### src/rtl/assert_macros.svh
// ----------------------------------------------------------------------------
// Assertion macros
// Shared concurrent assertion forms for the switch decoder modules.
// ----------------------------------------------------------------------------
`ifndef ASSERT_MACROS_SVH
`define ASSERT_MACROS_SVH

// Same-cycle implication, disabled while reset is asserted.
`define ASSERT_IMP(label, clk, rst_n, ante, cons) \
	label: assert property (@(posedge clk) disable iff (!(rst_n)) (ante) |-> (cons)) \
		else $error("assertion failed");

// Next-cycle implication, disabled while reset is asserted.
`define ASSERT_NEXT(label, clk, rst_n, ante, cons) \
	label: assert property (@(posedge clk) disable iff (!(rst_n)) (ante) |=> (cons)) \
		else $error("assertion failed");

`endif

### src/rtl/psd_pkg.sv
// ----------------------------------------------------------------------------
// psd_pkg
// Types and constants shared by the switch decoder modules.
// ----------------------------------------------------------------------------
package psd_pkg;

	// Number of receiver channels and field widths.
	localparam int NUM_CH   = 3;
	localparam int CNT_W    = 8;
	localparam int CODE_W   = 2;
	localparam int REG_W    = 8;
	localparam int REG_IDX_W = 2;
	localparam int IN_DATA_W  = 8;
	localparam int OUT_DATA_W = 8;

	// Register indexes on the write port.
	localparam logic [REG_IDX_W-1:0] REG_WINDOW_LENGTH  = 2'd0;
	localparam logic [REG_IDX_W-1:0] REG_LOW_THRESHOLD  = 2'd1;
	localparam logic [REG_IDX_W-1:0] REG_HIGH_THRESHOLD = 2'd2;

	// Register reset values.
	localparam logic [REG_W-1:0] WINDOW_LENGTH_RST  = 8'd250;
	localparam logic [REG_W-1:0] LOW_THRESHOLD_RST  = 8'd100;
	localparam logic [REG_W-1:0] HIGH_THRESHOLD_RST = 8'd200;

	// Request kinds on the input channel.
	localparam logic KIND_TICK = 1'b0;
	localparam logic KIND_POLL = 1'b1;

	// Bit positions of the seen-class marks.
	localparam int SEEN_UP_BIT     = 0;
	localparam int SEEN_MIDDLE_BIT = 1;
	localparam int SEEN_DOWN_BIT   = 2;

	// Switch position of one channel.
	typedef enum logic [1:0] {
		CLS_NONE   = 2'd0,
		CLS_UP     = 2'd1,
		CLS_MIDDLE = 2'd2,
		CLS_DOWN   = 2'd3
	} class_t;

	// Channel 0 command codes.
	localparam logic [CODE_W-1:0] CMD_UP     = 2'd0;
	localparam logic [CODE_W-1:0] CMD_MIDDLE = 2'd1;
	localparam logic [CODE_W-1:0] CMD_DOWN   = 2'd2;

	// Control handed from the top level to every lane.
	typedef struct packed {
		logic             tick;
		logic             poll;
		logic             window_end;
		logic [REG_W-1:0] low_threshold;
		logic [REG_W-1:0] high_threshold;
	} lane_ctl_t;

	// Class pair a lane reports for the poll in progress.
	typedef struct packed {
		class_t cur;
		class_t prev;
	} lane_stat_t;

endpackage

### src/rtl/psd_lane.sv
// ----------------------------------------------------------------------------
// psd_lane
// One channel: counts high samples, classifies at window end, keeps the
// seen marks and the current and previous switch position.
// ----------------------------------------------------------------------------
module psd_lane (
	input  logic                  clk,
	input  logic                  arst_n,
	input  psd_pkg::lane_ctl_t    ctl,
	input  logic                  pin,
	output psd_pkg::lane_stat_t   stat
);
	import psd_pkg::*;

	logic [CNT_W-1:0] high_q;
	logic [2:0]       seen_q;
	class_t           cur_q;
	class_t           prev_q;

	logic [CNT_W-1:0] high_next;
	logic [2:0]       seen_new;
	class_t           cur_new;

	// Saturating high-sample count including this tick's sample.
	assign high_next = (pin && (high_q != {CNT_W{1'b1}})) ? high_q + 1'b1 : high_q;

	// Classify the closing count into a seen mark.
	always_comb begin
		seen_new = '0;
		if ((high_next >= ctl.low_threshold) && (high_next <= ctl.high_threshold)) begin
			seen_new[SEEN_MIDDLE_BIT] = 1'b1;
		end else if (high_next < ctl.low_threshold) begin
			seen_new[SEEN_DOWN_BIT] = 1'b1;
		end else begin
			seen_new[SEEN_UP_BIT] = 1'b1;
		end
	end

	// Pick the position from the classes seen since the last poll.
	always_comb begin
		priority if (seen_q[SEEN_MIDDLE_BIT]) begin
			cur_new = CLS_MIDDLE;
		end else if (seen_q[SEEN_UP_BIT]) begin
			cur_new = CLS_UP;
		end else if (seen_q[SEEN_DOWN_BIT]) begin
			cur_new = CLS_DOWN;
		end else begin
			cur_new = cur_q;
		end
	end

	assign stat.cur  = cur_new;
	assign stat.prev = prev_q;

	// Lane state updates for ticks and polls.
	always_ff @(posedge clk or negedge arst_n) begin
		if (!arst_n) begin
			high_q <= '0;
			seen_q <= '0;
			cur_q  <= CLS_NONE;
			prev_q <= CLS_NONE;
		end else if (ctl.tick) begin
			if (ctl.window_end) begin
				high_q <= '0;
				seen_q <= seen_q | seen_new;
			end else begin
				high_q <= high_next;
			end
		end else if (ctl.poll) begin
			seen_q <= '0;
			cur_q  <= cur_new;
			prev_q <= cur_new;
		end
	end

endmodule

### src/rtl/psd_merge.sv
// ----------------------------------------------------------------------------
// psd_merge
// Combines the lane positions into the poll result: up events on channels
// 1 and 2, the channel 0 command with its arming, and the output register.
// ----------------------------------------------------------------------------
`include "assert_macros.svh"

module psd_merge (
	input  logic                                       clk,
	input  logic                                       arst_n,
	input  logic                                       poll,
	input  psd_pkg::lane_stat_t [psd_pkg::NUM_CH-1:0]  stat,
	input  logic                                       m_tready,
	output logic                                       m_tvalid,
	// m_tdata: chan1_up_event, chan2_up_event, chan0_event_valid,
	// chan0_event_code[1:0], zero fill.
	output logic [psd_pkg::OUT_DATA_W-1:0]             m_tdata
);
	import psd_pkg::*;

	logic              armed_q;
	logic              valid_q;
	logic              ev1_q;
	logic              ev2_q;
	logic              cmd_valid_q;
	logic [CODE_W-1:0] cmd_code_q;

	logic              ev1;
	logic              ev2;
	logic              cmd_valid;
	logic [CODE_W-1:0] cmd_code;
	logic              arm_set;

	// Up entries on channels 1 and 2.
	assign ev1 = (stat[1].cur == CLS_UP) && (stat[1].prev != CLS_UP);
	assign ev2 = (stat[2].cur == CLS_UP) && (stat[2].prev != CLS_UP);

	// Channel 0 command; the first middle entry only arms.
	always_comb begin
		cmd_valid = 1'b0;
		cmd_code  = CMD_UP;
		arm_set   = 1'b0;
		priority if ((stat[0].cur == CLS_UP) && (stat[0].prev != CLS_UP)) begin
			cmd_valid = armed_q;
		end else if ((stat[0].cur == CLS_MIDDLE) && (stat[0].prev != CLS_MIDDLE)) begin
			cmd_valid = armed_q;
			cmd_code  = armed_q ? CMD_MIDDLE : CMD_UP;
			arm_set   = !armed_q;
		end else if ((stat[0].cur == CLS_DOWN) && (stat[0].prev != CLS_DOWN)) begin
			cmd_valid = armed_q;
			cmd_code  = armed_q ? CMD_DOWN : CMD_UP;
		end else begin
			cmd_valid = 1'b0;
		end
	end

	// Arming flag and output valid.
	always_ff @(posedge clk or negedge arst_n) begin
		if (!arst_n) begin
			armed_q <= 1'b0;
			valid_q <= 1'b0;
		end else begin
			if (poll && arm_set) begin
				armed_q <= 1'b1;
			end
			if (poll) begin
				valid_q <= 1'b1;
			end else if (m_tready) begin
				valid_q <= 1'b0;
			end
		end
	end

	// Result payload, loaded on each poll.
	always_ff @(posedge clk) begin
		if (poll) begin
			ev1_q       <= ev1;
			ev2_q       <= ev2;
			cmd_valid_q <= cmd_valid;
			cmd_code_q  <= cmd_code;
		end
	end

	assign m_tvalid = valid_q;
	assign m_tdata  = {{(OUT_DATA_W-CODE_W-3){1'b0}}, cmd_code_q, cmd_valid_q, ev2_q, ev1_q};

	// A command is only issued once channel 0 is armed.
	`ASSERT_IMP(a_cmd_needs_arm, clk, arst_n, poll && cmd_valid, armed_q)
	// Arming is never withdrawn.
	`ASSERT_NEXT(a_arm_sticky, clk, arst_n, armed_q, armed_q)
	// A delivered command carries a defined code.
	`ASSERT_IMP(a_code_defined, clk, arst_n, valid_q && cmd_valid_q, cmd_code_q != 2'd3)

endmodule

### src/rtl/pwm_three_position_switch_decoder.sv
// ----------------------------------------------------------------------------
// pwm_three_position_switch_decoder
// Three-channel receiver switch decoder with window counting per lane.
//
//   Channel  Dir  Handshake          Payload
//   s_*      in   s_tvalid/s_tready  s_tuser kind, s_tdata pin_levels
//   m_*      out  m_tvalid/m_tready  m_tdata events and channel 0 command
//   wr_*     in   wr_en              wr_index, wr_data
//
// Ticks update the lane counters at the accepting edge, and polls load the
// output register at the accepting edge, so the report is offered from the
// next cycle on.
// A new request is taken whenever the output register is empty or drained
// in the same cycle, so with m_tready high one request enters per cycle.
// Ticks give no result. Reset clears counters, marks, positions and arming.
// ----------------------------------------------------------------------------
`include "assert_macros.svh"

module pwm_three_position_switch_decoder (
	input  logic                                 clk,
	input  logic                                 arst_n,
	input  logic                                 s_tvalid,
	output logic                                 s_tready,
	// s_tdata: pin_levels[2:0], zero fill.
	input  logic [psd_pkg::IN_DATA_W-1:0]        s_tdata,
	// s_tuser: kind.
	input  logic                                 s_tuser,
	output logic                                 m_tvalid,
	input  logic                                 m_tready,
	// m_tdata: chan1_up_event, chan2_up_event, chan0_event_valid,
	// chan0_event_code[1:0], zero fill.
	output logic [psd_pkg::OUT_DATA_W-1:0]       m_tdata,
	input  logic                                 wr_en,
	input  logic [psd_pkg::REG_IDX_W-1:0]        wr_index,
	input  logic [psd_pkg::REG_W-1:0]            wr_data
);
	import psd_pkg::*;

	logic [REG_W-1:0] window_length_q;
	logic [REG_W-1:0] low_threshold_q;
	logic [REG_W-1:0] high_threshold_q;
	logic [CNT_W-1:0] window_count_q;

	logic       accept;
	logic       tick;
	logic       poll;
	logic       window_end;
	lane_ctl_t  ctl;
	lane_stat_t [NUM_CH-1:0] stat;

	// Request acceptance.
	assign s_tready = !m_tvalid || m_tready;
	assign accept   = s_tvalid && s_tready;
	assign tick     = accept && (s_tuser == KIND_TICK);
	assign poll     = accept && (s_tuser == KIND_POLL);

	// Window closes on the tick that brings the count to the configured length or past it.
	assign window_end = ({1'b0, window_count_q} + 9'd1) >= {1'b0, window_length_q};

	// Configuration registers.
	always_ff @(posedge clk or negedge arst_n) begin
		if (!arst_n) begin
			window_length_q  <= WINDOW_LENGTH_RST;
			low_threshold_q  <= LOW_THRESHOLD_RST;
			high_threshold_q <= HIGH_THRESHOLD_RST;
		end else if (wr_en) begin
			unique case (wr_index)
				REG_WINDOW_LENGTH:  window_length_q  <= wr_data;
				REG_LOW_THRESHOLD:  low_threshold_q  <= wr_data;
				REG_HIGH_THRESHOLD: high_threshold_q <= wr_data;
				default: ;
			endcase
		end
	end

	// Shared window tick counter.
	always_ff @(posedge clk or negedge arst_n) begin
		if (!arst_n) begin
			window_count_q <= '0;
		end else if (tick) begin
			window_count_q <= window_end ? '0 : window_count_q + 1'b1;
		end
	end

	assign ctl.tick           = tick;
	assign ctl.poll           = poll;
	assign ctl.window_end     = window_end;
	assign ctl.low_threshold  = low_threshold_q;
	assign ctl.high_threshold = high_threshold_q;

	// One lane per receiver channel.
	for (genvar c = 0; c < NUM_CH; c++) begin : g_lane
		psd_lane u_lane (
			.clk    (clk),
			.arst_n (arst_n),
			.ctl    (ctl),
			.pin    (s_tdata[c]),
			.stat   (stat[c])
		);
	end

	// Result merge and output register.
	psd_merge u_merge (
		.clk      (clk),
		.arst_n   (arst_n),
		.poll     (poll),
		.stat     (stat),
		.m_tready (m_tready),
		.m_tvalid (m_tvalid),
		.m_tdata  (m_tdata)
	);

	// A closing tick restarts the window count.
	`ASSERT_NEXT(a_window_restart, clk, arst_n, tick && window_end, window_count_q == '0)
	// Every accepted poll leaves a result waiting.
	`ASSERT_NEXT(a_poll_result, clk, arst_n, poll, m_tvalid)
	// An empty output register always lets a request in.
	`ASSERT_IMP(a_ready_when_empty, clk, arst_n, !m_tvalid, s_tready)

endmodule

### config.mk
export PLATFORM = sky130hd
export DESIGN_NAME = pwm_three_position_switch_decoder
export DESIGN_NICKNAME = d
export VERILOG_FILES = /design/src/rtl/psd_pkg.sv /design/src/rtl/psd_lane.sv /design/src/rtl/psd_merge.sv /design/src/rtl/pwm_three_position_switch_decoder.sv
export VERILOG_INCLUDE_DIRS = /design/src /design/src/rtl
export SDC_FILE = /design/constraint.sdc
export NUM_CORES = 1
export LEC_CHECK = 0
export BUFFER_PORTS_ARGS = -buffer_cell sky130_fd_sc_hd__buf_2
export CAP_MARGIN = 20
export CORE_MARGIN = 10
export CORE_UTILIZATION = 40
export CTS_BUF_LIST = sky130_fd_sc_hd__clkbuf_8
export DETAILED_ROUTE_END_ITERATION = 10
export SLEW_MARGIN = 40
export SYNTH_ARGS = -nofsm -noshare
export SYNTH_HDL_FRONTEND = slang
export SYNTH_SLANG_ARGS = --single-unit
### constraint.sdc
create_clock -name clk -period 7.2 [get_ports clk]
set_input_delay 0.72 -clock clk [delete_from_list [all_inputs] [get_ports clk]]
set_output_delay 0.72 -clock clk [all_outputs]
set_load 0.02 [all_outputs]
== After elaboration in Yosys (flattened, before gate mapping) ==
Cells that the tools add are included.

* Output and inout port bits: 10
* Logic and storage cells: 130
* Register bits after elaboration: 78
* Input bits: 24
* Bits in writable memories: 0
* Latch bits: 0
* ROM bits: 0
* Memories: 0

* Reduce and logical (&&, ||, !) cells: 26
* Mux-type cells: 49
* Shift operators: 0
* Equality and inequality tests: 16
* Add/subtract/negate cells: 5
* Divide/modulo/power cells: 0
* Multipliers: 0
* Bitwise logic cells: 5
* Magnitude comparators: 10

{| class="wikitable"
|+ Operator list
! cell !! number
|-
| $mux W8 || 7
|-
| $add A8 B1 Y8 const B || 4
|-
| $ge A8 B8 Y1 || 3
|-
| $le A8 B8 Y1 || 3
|-
| $lt A8 B8 Y1 || 3
|-
| $mux W2 || 12
|-
| $ne A8 B8 Y1 const B || 3
|-
| $mux W1 || 23
|-
| $mux W3 || 7
|-
| $logic_and A1 B1 Y1 || 15
|-
| $reduce_and A2 Y1 || 5
|-
| $add A8 B1 Y9 const B || 1
|-
| $ge A9 B8 Y1 || 1
|-
| $or A3 B3 Y3 || 3
|-
| $eq A2 B1 Y1 const B || 4
|-
| $ne A2 B1 Y1 const B || 4
|-
| $eq A2 B2 Y1 const B || 3
|-
| $ne A2 B2 Y1 const B || 2
|-
| $reduce_bool A2 Y1 || 2
|-
| $logic_not A1 Y1 || 2
|-
| $logic_not A2 Y1 || 1
|-
| $not A1 Y1 || 2
|-
| $logic_or A1 B1 Y1 || 1
|}

== Longest topological paths before layout ==
* Depth after elaboration: 9
* Depth in mapped cells: 14
* Depth with buffers taken out: 13

== By module ==
A second synthesis with hierarchy kept.

* Cells, all modules: 607
* Area total of the unflattened synthesis: 5723.0 um2

{| class="wikitable"
|+ Modules (own cells, without submodules)
! module !! cells an instance !! times used !! sequential area each (um2) !! area each (um2)
|-
| psd_lane || 143 || 3 || 325.3 || 1238.7
|-
| pwm_three_position_switch_decoder || 146 || 1 || 815.8 || 1650.3
|-
| psd_merge || 32 || 1 || 200.2 || 356.6
|}

== Worst setup path after synthesis ==
OpenSTA, ideal clock, no wires.

* Kind: reg2reg
* Start point: register g_lane[1].u_lane.high_q[0]
* End point: register g_lane[1].u_lane.seen_q[1]
* Slack: 4.518 ns
* Data required time: 7.125 ns
* Arrival: 2.608 ns
* Period minus slack after synthesis: 2.682 ns
* Stages on the path, launching flop included: 14
* Cells stage by stage: dfrtp_1 ha_1 nand3_1 o21a_1 and3_1 buf_2 and4_1 xor2_1 ha_1 nand4_1 or2_2 a31oi_1 a21oi_1 nor2_1

* Word-level cells in the longest chain between the ends: 9
* Elaborated cells on any way between the ends: 11
* Those cells by class: 1 x add/sub; 2 x order compare; 1 x eq/ne; 4 x mux; 1 x bitwise; 2 x reduce/logical

{| class="wikitable"
|+ RTL lines
! what !! RTL line !! text
|-
| start, declared || psd_lane.sv:15 || <nowiki>logic [CNT_W-1:0] high_q;</nowiki>
|-
| start signal, assigned || psd_lane.sv:67 || <nowiki>high_q <= high_next;</nowiki>
|-
| parallel branches: the longest is 2 deep, another holds $add A8 B1 Y8 || n/a ||
|-
| $mux W8 (*) || psd_lane.sv:25 || <nowiki>assign high_next = (pin && (high_q != {CNT_W{1'b1}})) ? high_q + 1'b1 : high_q;</nowiki>
|-
| $ge A8 B8 Y1 / $le A8 B8 Y1 (equally long branches) || psd_lane.sv:30 || <nowiki>if ((high_next >= ctl.low_threshold) && (high_next <= ctl.high_threshold)) begin</nowiki>
|-
| $logic_and A1 B1 Y1 (*) || psd_lane.sv:30 ||
|-
| $mux W1 (*) || psd_lane.sv:30 ||
|-
| $or A3 B3 Y3 (*) || psd_lane.sv:65 || <nowiki>seen_q <= seen_q | seen_new;</nowiki>
|-
| $mux W3 (*) || psd_lane.sv:63 || <nowiki>if (ctl.window_end) begin</nowiki>
|-
| $mux W3 (*) || psd_lane.sv:62 || <nowiki>end else if (ctl.tick) begin</nowiki>
|-
| end signal, assigned || psd_lane.sv:65 ||
|-
| end, declared || psd_lane.sv:16 || <nowiki>logic [2:0] seen_q;</nowiki>
|}

Mark *: on every way between the ends. The select of a mux whose other input is x is not followed.
A chain may end at the register's enable or synchronous reset.

== Final worst setup path ==
* Start point: register window_count_q[2]
* End point: register g_lane[1].u_lane.high_q[0]

* Word-level cells in the longest chain between the ends: 3

{| class="wikitable"
|+ RTL lines
! what !! RTL line !! text
|-
| start, declared || pwm_three_position_switch_decoder.sv:42 || <nowiki>logic [CNT_W-1:0] window_count_q;</nowiki>
|-
| start signal, assigned || pwm_three_position_switch_decoder.sv:81 || <nowiki>window_count_q <= window_end ? '0 : window_count_q + 1'b1;</nowiki>
|-
| $add A8 B1 Y9 || pwm_three_position_switch_decoder.sv:58 || <nowiki>assign window_end = ({1'b0, window_count_q} + 9'd1) >= {1'b0, window_length_q};</nowiki>
|-
| $ge A9 B8 Y1 || pwm_three_position_switch_decoder.sv:58 ||
|-
| $mux W8 || psd_lane.sv:63 ||
|}

Every way passes these cells.

==> flow_metrics.py <==
metrics = {
    "logic_synthesis": {
        "ys_ff_latch": 78,
        "synthCells": 541,
        "async_flop_share_pct": 93.6,
        "synth_edf_count": 5,
        "post_synth_main_area_contributors": "dfrtp_1 30%, ha_1 15%, dfstp_2 6.1%",
        "synth-simple-area-share_pct": 17.4,
        "synth_compound_area_share_pct": 16.6,
        "ys_types": 55,
        "synth_seq_area_share_pct": 38.5,
        "synthFlopType": "dfrtp_1",
        "yosysWarnings": 0,
        "synth-xor-area-share_pct": 4.06,
        "syn_avg_cell_area_sq_um": 9.56,
        "synth_commonest_cells": "68 x nand2_1, 61 x dfrtp_1, 60 x ha_1",
        "yosys.area.top_type_share_pct": 29.5,
        "synth_mux_area_share_pct": 4.31,
        "synth_top_area_cell": "dfrtp_1",
        "synth_fa_ha_area_share_pct": 14.5,
        "yosysMostFrequentCell": "nand2_1",
        "synth_top_family_by_area": "simple AND/OR/NAND/NOR gates",
        "syn_area_sq_um": 5170,
    },
    "critical_path": {
        "startpoint_type": "flip-flop",
        "crit_path_top_delay_cell": "or2_1",
        "cp_max_fo": 30,
        "path_buf_inv": 1,
        "cp_common_cell": "and3_1",
        "path_cells": "and3_1, and3_1, nand3_1, xnor2_1, ha_1, and3_1, a221oi_2, o211ai_1, buf_4, or2_1, o31ai_1",
        "cp.arrival_ns": 3.53,
        "critical_path_class": "reg -> reg",
        "worstPathRequired_ns": 7.46,
        "critPathTopFamily": "simple AND/OR/NAND/NOR gates",
        "slowest_delay_ns": 0.46,
        "crit_path_end_kind": "flip-flop",
    },
    "clock_tree": {
        "cts_resized": 0,
        "cts_made_buffers": 9,
        "cts.clk_slew.worst_paths_ns": 0.08,
        "cts_tree": "done",
        "cts_hold_buf": 0,
        "ctsLongestPathBuffers": 2,
        "cts_setup_buffers": 0,
        "cts.htree.levels": 3,
        "cts-root-buf": "clkbuf_8",
        "cts.sinks": 78,
        "insertion_delay_ns": 0.36,
    },
    "global_routing": {
        "gr-max-usage-layer": "met2",
        "antenna_found_initial": 0,
        "grt_overflow_total": 0,
        "track_usage_pct": 13.3,
        "met2_usage_pct": 21.4,
        "use_met3_pct": 3.27,
        "grt_pass1_vias": 3844,
        "grt_max_degree": 74,
        "grt_pass1_wl_mm": 19.2,
        "met1_usage_pct": 17.0,
    },
    "routing": {
        "drc": 0,
        "wire_per_inst_um": 15.7,
        "routed_wl_mm": 11.6,
        "drt_iter0_markers": 249,
        "drt_first_pass_iters": 4,
        "vias": 3940,
        "vias_per_cell": 5.34,
        "ant_nets": 0,
    },
    "job": {
        "max_cap_viol_count": 0,
    },
    "timing": {
        "finalCriticalPeriod_ns": 3.27,
        "fin_setup_tns_ns": 0,
        "skew_ns": 0.00781,
        "tightestPinTransition_ns": 0.740,
        "slew_violations": 0,
        "finalCritPeriodShare_pct": 45.4,
        "hold_viol_final": 0,
        "fmax_mhz": 306,
        "finalSetupViolCount": 0,
        "max_slew_margin_pct": 50.6,
        "rsz0062_at_grt": "false",
    },
    "cells_and_area": {
        "final_area_sq_um": 5630,
        "drive_gt1_share_pct": 15.2,
        "antennaDiodeCount": 0,
        "nNetsFinal": 645,
        "area_delta_synth_final_pct": 8.81,
    },
    "placed_design": {
        "place_hpwl_mm": 8.50,
        "portBuffers": 25,
        "placed_area_sq_um": 5420,
        "gp_congestion": 0.786,
    },
    "floorplanning": {
        "dieArea_sq_um": 17900,
        "die_h_um": 134,
        "die_x_um": 134,
        "std_cell_rows": 41,
        "core-area_sq_um": 12600,
        "io-pin-count": 34,
        "start_util_pct": 41.0,
    },
    "pwr": {
        "ir_drop_uv": 144,
        "powerDensity_nw_per_um2": 275,
        "leakage_nw": 2.67,
    },
    "run_status": {
        "outcome": "finished clean",
    },
    "hold_path": {
        "hp-class": "in -> async",
    },
}
==> sequential cells by signal (all words and copies together) (netlist names) <==
signal and count:
window_length_q 8, window_count_q 8, u_merge.cmd_code_q 2, u_merge.armed_q 1, u_merge.m_tvalid 1, u_merge.ev1_q 1
u_merge.cmd_valid_q 1, high_threshold_q 8, g_lane.u_lane.cur_q 6, g_lane.u_lane.high_q 24, low_threshold_q 8, u_merge.ev2_q 1
g_lane.u_lane.seen_q 9
==> layer usage <==
metal  vias up  part of all wire [%]
met2        55                    47
met3        15                   4.0
met4         0                   1.7
li1       1991                     -
met1      1879                    47
met5         -                     0
==> layout make-up <==
cell class,instances,area (sq um)
fillers,1258,6990
multi-input cells,417,2960
flip-flops and latches,78,1990
well taps,172,215
repair buffers,29,159
clock buffers,9,124
inverters,26,97.6
clock inverters,7,83.8
==> report_power, final <==
group          total, mW  switching (mW)  internal, mW
combinational      0.574           0.325         0.249
sequential         0.619          0.0828         0.536
clock              0.355           0.164         0.191
total               1.55           0.572         0.976
==> path summary, 6_finish.rpt <==
check | start | end | slack, ns | depth (start not counted)
max in group asynchronous | arst_n | g_lane[2].u_lane.high_q[1] | 6.27 | 2
worst min-delay path | arst_n | u_merge.m_tvalid | 0.47 | 2
worst min register to register | low_threshold_q[4] | low_threshold_q[4] | 0.51 | 1
min in group clk | low_threshold_q[4] | low_threshold_q[4] | 0.51 | 1
worst max-delay path | window_count_q[2] | g_lane[1].u_lane.high_q[0] | 3.93 | 11
worst max register to register | window_count_q[2] | g_lane[1].u_lane.high_q[0] | 3.93 | 11
==> placed cells by master, fill, tap and decap left out, drive strengths merged, types with 3 or more instances in the layout <==
master / n
edfxtp: 5
nand4: 17
o21ai: 43
a211oi: 3
and3: 10
conb: 3
nor2b: 8
clkbuf: 9
o211ai: 4
and2: 5
mux2: 18
and4b: 3
nand2: 68
ha: 60
nor2: 18
inv: 28
o21a: 5
o31ai: 14
nand3: 12
xnor2: 14
nand3b: 3
buf: 29
a22o: 5
and4: 4
dfstp: 12
a21o: 9
xor2: 10
a31oi: 11
nor3b: 3
o22ai: 3
or2: 9
nand2b: 10
a21oi: 31
dfrtp: 61
==> per-stage QoR <==
| step | utilization (%) | power [mW] | setup slack [ns] | hold WS (ns) | instances |
|---|---|---|---|---|---|
| 3_3_place_gp | 42.9 | 1.16 | 3.87 | 0.490 | 722 |
| 5_1_grt | 44.6 | 1.68 | 3.68 | 0.520 | 738 |
| 6_report | 44.6 | 1.55 | 3.93 | 0.471 | 738 |
| 2_1_floorplan | - | 1.06 | 4.52 | 0.424 | 543 |
| 3_5_place_dp | 42.9 | 1.20 | 3.83 | 0.495 | 722 |
| 4_1_cts | 44.6 | 1.56 | 3.78 | 0.496 | 738 |
==> kinds of logic (layout without fill, tap and decap cells) <==
kind of cell    after synthesis  in the layout
buf+inv                      48             71
other cells                   1              3
simple gates                172            172
fa+ha+maj                    60             60
flops                        78             78
compound gates              138            138
mux                          20             20
xor+xnor                     24             24
No activity file was read; power rests on OpenSTA's default activity.
